[config.mk]
export PLATFORM = sky130hd
export DESIGN_NAME = fba_table
export DESIGN_NICKNAME = d
export VERILOG_FILES = /design/src/hdl/first_fit_block_allocator_defines.svh /design/src/hdl/fba_pkg.sv /design/src/hdl/fba_table.sv
export SDC_FILE = /design/constraint.sdc
export NUM_CORES = 2
export LEC_CHECK = 0
export BUFFER_PORTS_ARGS = -buffer_cell sky130_fd_sc_hd__buf_4
export CAP_MARGIN = 0
export CORE_AREA = 2 2 493 495
export DETAILED_ROUTE_END_ITERATION = 8
export DIE_AREA = 0 0 495 497
export PLACE_DENSITY_LB_ADDON = 0.3
export SKIP_LAST_GASP = 1
export SLEW_MARGIN = 5
export SYNTH_ARGS = -nofsm -noshare
export SYNTH_HDL_FRONTEND = slang
export SYNTH_MEMORY_MAX_BITS = 65536
export SYNTH_SLANG_ARGS = --single-unit
export TNS_END_PERCENT = 50
[constraint.sdc]
create_clock -name i_clk -period 11.6 [get_ports i_clk]
set_clock_uncertainty 0.1 [all_clocks]
set_input_delay 1.16 -clock i_clk [delete_from_list [all_inputs] [get_ports i_clk]]
set_output_delay 1.16 -clock i_clk [all_outputs]
set_load 0.1 [all_outputs]
[src/hdl/first_fit_block_allocator_defines.svh]
// ---------------------------------------------------------------------------
// First-fit block allocator assertion macros
// Shared assertion forms; compiled out when NO_ASSERTIONS is defined.
// ---------------------------------------------------------------------------
`ifndef FIRST_FIT_BLOCK_ALLOCATOR_DEFINES_SVH
`define FIRST_FIT_BLOCK_ALLOCATOR_DEFINES_SVH

`ifndef NO_ASSERTIONS
// Condition that must hold at every clock edge out of reset.
`define FBA_ASSERT_ALWAYS(lbl, clk, rst_n, cond, msg) \
    lbl: assert property (@(posedge clk) disable iff (!rst_n) (cond)) else $error(msg);
// Antecedent at one edge implies consequent at the next edge.
`define FBA_ASSERT_NEXT(lbl, clk, rst_n, ante, cons, msg) \
    lbl: assert property (@(posedge clk) disable iff (!rst_n) (ante) |=> (cons)) \
        else $error(msg);
`else
`define FBA_ASSERT_ALWAYS(lbl, clk, rst_n, cond, msg)
`define FBA_ASSERT_NEXT(lbl, clk, rst_n, ante, cons, msg)
`endif

`endif

[src/hdl/fba_pkg.sv]
// ---------------------------------------------------------------------------
// First-fit block allocator package
// Types, codes and default constants shared by the allocator modules.
// ---------------------------------------------------------------------------
`default_nettype none

package fba_pkg;

    localparam int MAX_BLOCKS_DEF   = 64;
    localparam int HEADER_BYTES_DEF = 32;
    localparam int ALIGN_BYTES_DEF  = 16;

    // Block offsets carry one spare bit above the 32-bit port width.
    localparam int START_W = 33;
    localparam int DATA_W  = 32;

    localparam logic [DATA_W-1:0] INIT_PAYLOAD_RST = 32'd1048512;

    typedef enum logic {
        CMD_ALLOC = 1'b0,
        CMD_FREE  = 1'b1
    } t_cmd;

    typedef enum logic [1:0] {
        ST_OK          = 2'd0,
        ST_NOFIT       = 2'd1,
        ST_BAD_ADDR    = 2'd2,
        ST_DOUBLE_FREE = 2'd3
    } t_status;

    typedef struct packed {
        t_cmd              cmd;
        logic [DATA_W-1:0] request_bytes;
        logic [DATA_W-1:0] freed_address;
    } t_req;

    typedef struct packed {
        t_status           status;
        logic [DATA_W-1:0] granted_address;
        logic [DATA_W-1:0] used_total;
        logic [DATA_W-1:0] capacity_total;
    } t_rsp;

    typedef struct packed {
        logic               is_free;
        logic [START_W-1:0] start;
        logic [DATA_W-1:0]  payload;
    } t_entry;

    typedef enum logic [3:0] {
        S_INIT,
        S_IDLE,
        S_SRD,
        S_SCHK,
        S_IRD,
        S_IWR,
        S_MRD,
        S_MCHK,
        S_CRD,
        S_CWR,
        S_FIN_NEW,
        S_FIN,
        S_DONE
    } t_state;

endpackage

`default_nettype wire

[src/hdl/fba_table.sv]
// ---------------------------------------------------------------------------
// Block table memory
// Simple dual-port synchronous RAM holding one block entry per row.
// ---------------------------------------------------------------------------
`default_nettype none

module fba_table #(
    parameter int DEPTH = fba_pkg::MAX_BLOCKS_DEF,
    parameter int IW    = $clog2(fba_pkg::MAX_BLOCKS_DEF)
) (
    input  wire logic            i_clk,
    input  wire logic            i_we,
    input  wire logic [IW-1:0]   i_waddr,
    input  wire fba_pkg::t_entry i_wdata,
    input  wire logic [IW-1:0]   i_raddr,
    output fba_pkg::t_entry      o_rdata
);

    fba_pkg::t_entry r_mem [DEPTH];
    fba_pkg::t_entry r_rdata;

    always_ff @(posedge i_clk) begin
        if (i_we) begin
            r_mem[i_waddr] <= i_wdata;
        end
    end

    always_ff @(posedge i_clk) begin
        r_rdata <= r_mem[i_raddr];
    end

    assign o_rdata = r_rdata;

endmodule

`default_nettype wire

==> flow_metrics.py <==
metrics = {
    "floorplanning": {
        "die_height_um": 497,
        "dieArea_um2": 246000,
        "rows": 180,
        "initial_core_util_pct": 66.9,
        "die_w_um": 495,
        "core_region_area_um2": 240000,
        "ioPinCount": 146,
    },
    "sta": {
        "maxClockFrequency_ghz": 0.193,
        "max_slew.worst_pin.slew_ns": 1.52,
        "fin_crit_ns": 5.18,
        "rsz0062_at_grt": "false",
        "slew_headroom_pct": -2.32,
        "setup_tns_ns": 0,
        "finalHoldViolations": 0,
        "drv_slew": 2,
        "period_share_pct": 44.7,
        "setup_viol": 0,
        "setup_ws_ns": 6.42,
    },
    "power_and_ir_drop": {
        "leakage_nw": 55.6,
        "p_int_mw": 25.1,
        "pwr-share-seq_pct": 53.6,
        "ir_drop_mv": 0.203,
        "p_comb_share_pct": 5.4,
        "clock_power_share_pct": 41.0,
        "p_switching_mw": 7.04,
        "powerDensity_nw_per_um2": 180,
        "sw_frac_of_total_pct": 21.9,
    },
    "setup_path": {
        "cp_data_required_time_ns": 12.43,
        "cpPeakStageDelay_ns": 1.29,
        "r2r_slack_ns": 9.02,
        "cpMostUsedCell": "buf_4",
        "cp-end-kind": "register",
        "reg2reg_from": "r_mem[9][36]$_DFFE_PP_",
        "critPathMaxFanout": 39,
        "crit_type": "input pin to register",
        "r2r-end": "o_rdata[36]$_DFF_P_",
        "r2r_cells": 5,
        "worst-path-buf-inv": 5,
        "crit_chain": "buf_4 > buf_4 > nand2b_4 > buf_4 > buf_4 > o22ai_1 > nor4_1 > buf_4 > o22a_1",
        "critPathTopFamily": "buffers and inverters",
        "arrival_ns": 6.01,
        "critPathSlowestCell": "nor4_1",
        "critPathLaunchType": "input pin",
    },
    "drt": {
        "route.vias.total": 85800,
        "drtIter0Drc": 16700,
        "drt_wl_total_mm": 483,
        "firstDrtPassIters": 8,
        "vias_per_cell": 7.96,
        "drtAntennaViolNets": 0,
        "drc_errors": 0,
        "wl_per_cell_um": 44.9,
    },
    "synth": {
        "syn_nets": 6932,
        "synth_compound_area_share_pct": 2.79,
        "async_reset_ff_share_pct": 0,
        "synth.area.mux_share_pct": 14.8,
        "yosysTopAreaCellShare_pct": 79.0,
        "synth_top_family_by_area": "multiplexers",
        "synth_fa_ha_area_share_pct": 0,
        "synth_largest_area_cell": "edfxtp_1",
        "yosys_warnings": 0,
        "synth-seq-area-share_pct": 79.9,
        "yosysMostFrequentCell": "edfxtp_1",
        "netlist_instances": 6852,
        "synth_edf_count": 4224,
        "netlist_area_um2": 160000,
        "synth-simple-area-share_pct": 1.31,
        "syn_avg_cell_area_um2": 23.4,
        "synth_xor_area_share_pct": 0,
        "synth-seq-cells": 4290,
        "synth_top_flop_cell": "edfxtp_1",
        "synth.area.top_cells": "edfxtp_1, mux4_2, o22ai_1, dfxtp_1, mux2i_1",
        "synth_cell_types": 36,
        "synthTopCellsByCount": "edfxtp_1, mux4_2, o22ai_1",
    },
    "placement": {
        "place_ws_ns": 6.35,
        "hpwl_mm": 228,
        "portBuffers": 145,
        "place.gp.congestion": 0.831,
    },
    "clock_tree": {
        "cts_setup_buffers": 0,
        "cts_tree": "yes",
        "post_cts_resized": 0,
        "cts_hold_buf": 0,
        "cts.path.max_buffers": 4,
        "cts_buffers": 413,
        "clk_pin_slew_ns": 0.07,
        "cts_sinks": 4290,
        "htree_num_levels": 5,
        "clock_latency_ns": 1.02,
        "cts-root-buf": "clkbuf_16",
    },
    "run": {
        "drv_cap": 1,
    },
    "global_routing": {
        "first_global_vias": 85100,
        "grt_max_degree": 136,
        "grt_pass1_wl_mm": 665,
        "track_usage_pct": 39.6,
        "antenna_found_initial": 38,
        "gr-total-overflow": 0,
    },
    "run_status": {
        "outcome": "complete, but fails checks",
        "violations": "capacitance limit, slew limit",
    },
    "hold_path": {
        "holdPathStages": 2,
        "hold_class": "input pin to register",
        "hp-start": "i_waddr[1]",
        "min_to": "r_mem[49][29]$_DFFE_PP_",
    },
    "cells_and_area": {
        "syn_to_final_growth_pct": 11.6,
        "final_util_pct": 74.6,
        "fillers": 11800,
        "multiInputGateArea_um2": 31000,
        "ff_latch_area_um2": 128000,
        "finalNetCount": 7301,
        "drive_above_1_share_pct": 27.0,
    },
}
==> worst max path at each step <==
stage,from,endpoint,slack [ns],cells past startpoint
after detailed placement,i_raddr[4],o_rdata[11]$_DFF_P_,6.35,9
after global routing,i_raddr[4],o_rdata[36]$_DFF_P_,6.72,9
after global placement,i_raddr[2],o_rdata[10]$_DFF_P_,6.31,9
after CTS,i_raddr[4],o_rdata[11]$_DFF_P_,7.21,9
final,i_raddr[4],o_rdata[36]$_DFF_P_,6.42,9
after floorplan,i_waddr[3],r_mem[48][0]$_DFFE_PP_,4.79,4
==> layout make-up <==
cell class,instances,share of cell area [%]
sequential,4290,71.6
tap,3185,2.23
clock buffer,537,6.25
timing repair buffer,353,1.58
clock inverter,206,1.00
multi-input combinational,2163,17.3
antenna,35,0.0489
==> placed cells by master, fill, tap and decap left out, types with 87 or more instances in the layout <==
cell / netlist / final
o22ai_1: 318 / 318
nor2b_1: 89 / 87
edfxtp_1: 4224 / 4224
clkbuf_1: 194 / 90
a211oi_1: 106 / 106
mux4_2: 1009 / 1009
mux2i_1: 102 / 102
clkbuf_16: 0 / 418
buf_4: 49 / 339
==> through the flow <==
| stage | total power, mW | instances | hold WS [ns] | cell area, um^2 |
|---|---|---|---|---|
| finish | 32.2 | 10800 | 0.511 | 179000 |
| global route | 32.7 | 10800 | 0.506 | 179000 |
| CTS | 32.1 | 10700 | 0.472 | 179000 |
| detailed placement | 19.2 | 9991 | 0.719 | 166000 |
| global placement | 19.2 | 9991 | 0.713 | 166000 |
| floorplan | 18.6 | 6852 | 0.594 | 160000 |
==> kinds of logic (layout without fill, tap and decap cells) <==
group | count (synthesis) | in the layout
multiplexers | 1118 | 1118
other | 0 | 35
flip-flops | 4290 | 4290
AND/OR/NAND/NOR | 411 | 411
AO/OA/AOI/OAI | 634 | 634
buffers and inverters | 399 | 1096
==> registers in the layout, summed over array words and instances (netlist names) <==
register  count
r_mem      4224
o_rdata      66
==> routing by layer <==
metal  part of all wire, %  GRT usage [%]  wire, um
met2                    47           59.9    227000
met1                    30           51.2    146000
met5                 0.019              0        90
met3                    15           11.6     72900
met4                   7.7           24.8     37100
==> power groups by stage <==
stage / registers [mW] / logic (mW) / clock network (mW)
3_5_place_dp: 17.6 / 1.65 / 0
3_3_place_gp: 17.6 / 1.62 / 0
4_1_cts: 17.3 / 1.70 / 13.2
6_report: 17.3 / 1.73 / 13.2
5_1_grt: 17.3 / 1.77 / 13.7
2_1_floorplan: 17.8 / 0.784 / 0
==> worst register-to-register path: cells and delay by family (launching register included) <==
| family | cells | cell delay, ns |
|---|---|---|
| compound gates | 2 | 0.27 |
| buf+inv | 1 | 0.29 |
| flops | 1 | 0.33 |
| mux | 1 | 0.25 |
| simple gates | 1 | 1.29 |
No activity file was read; power rests on OpenSTA's default activity.
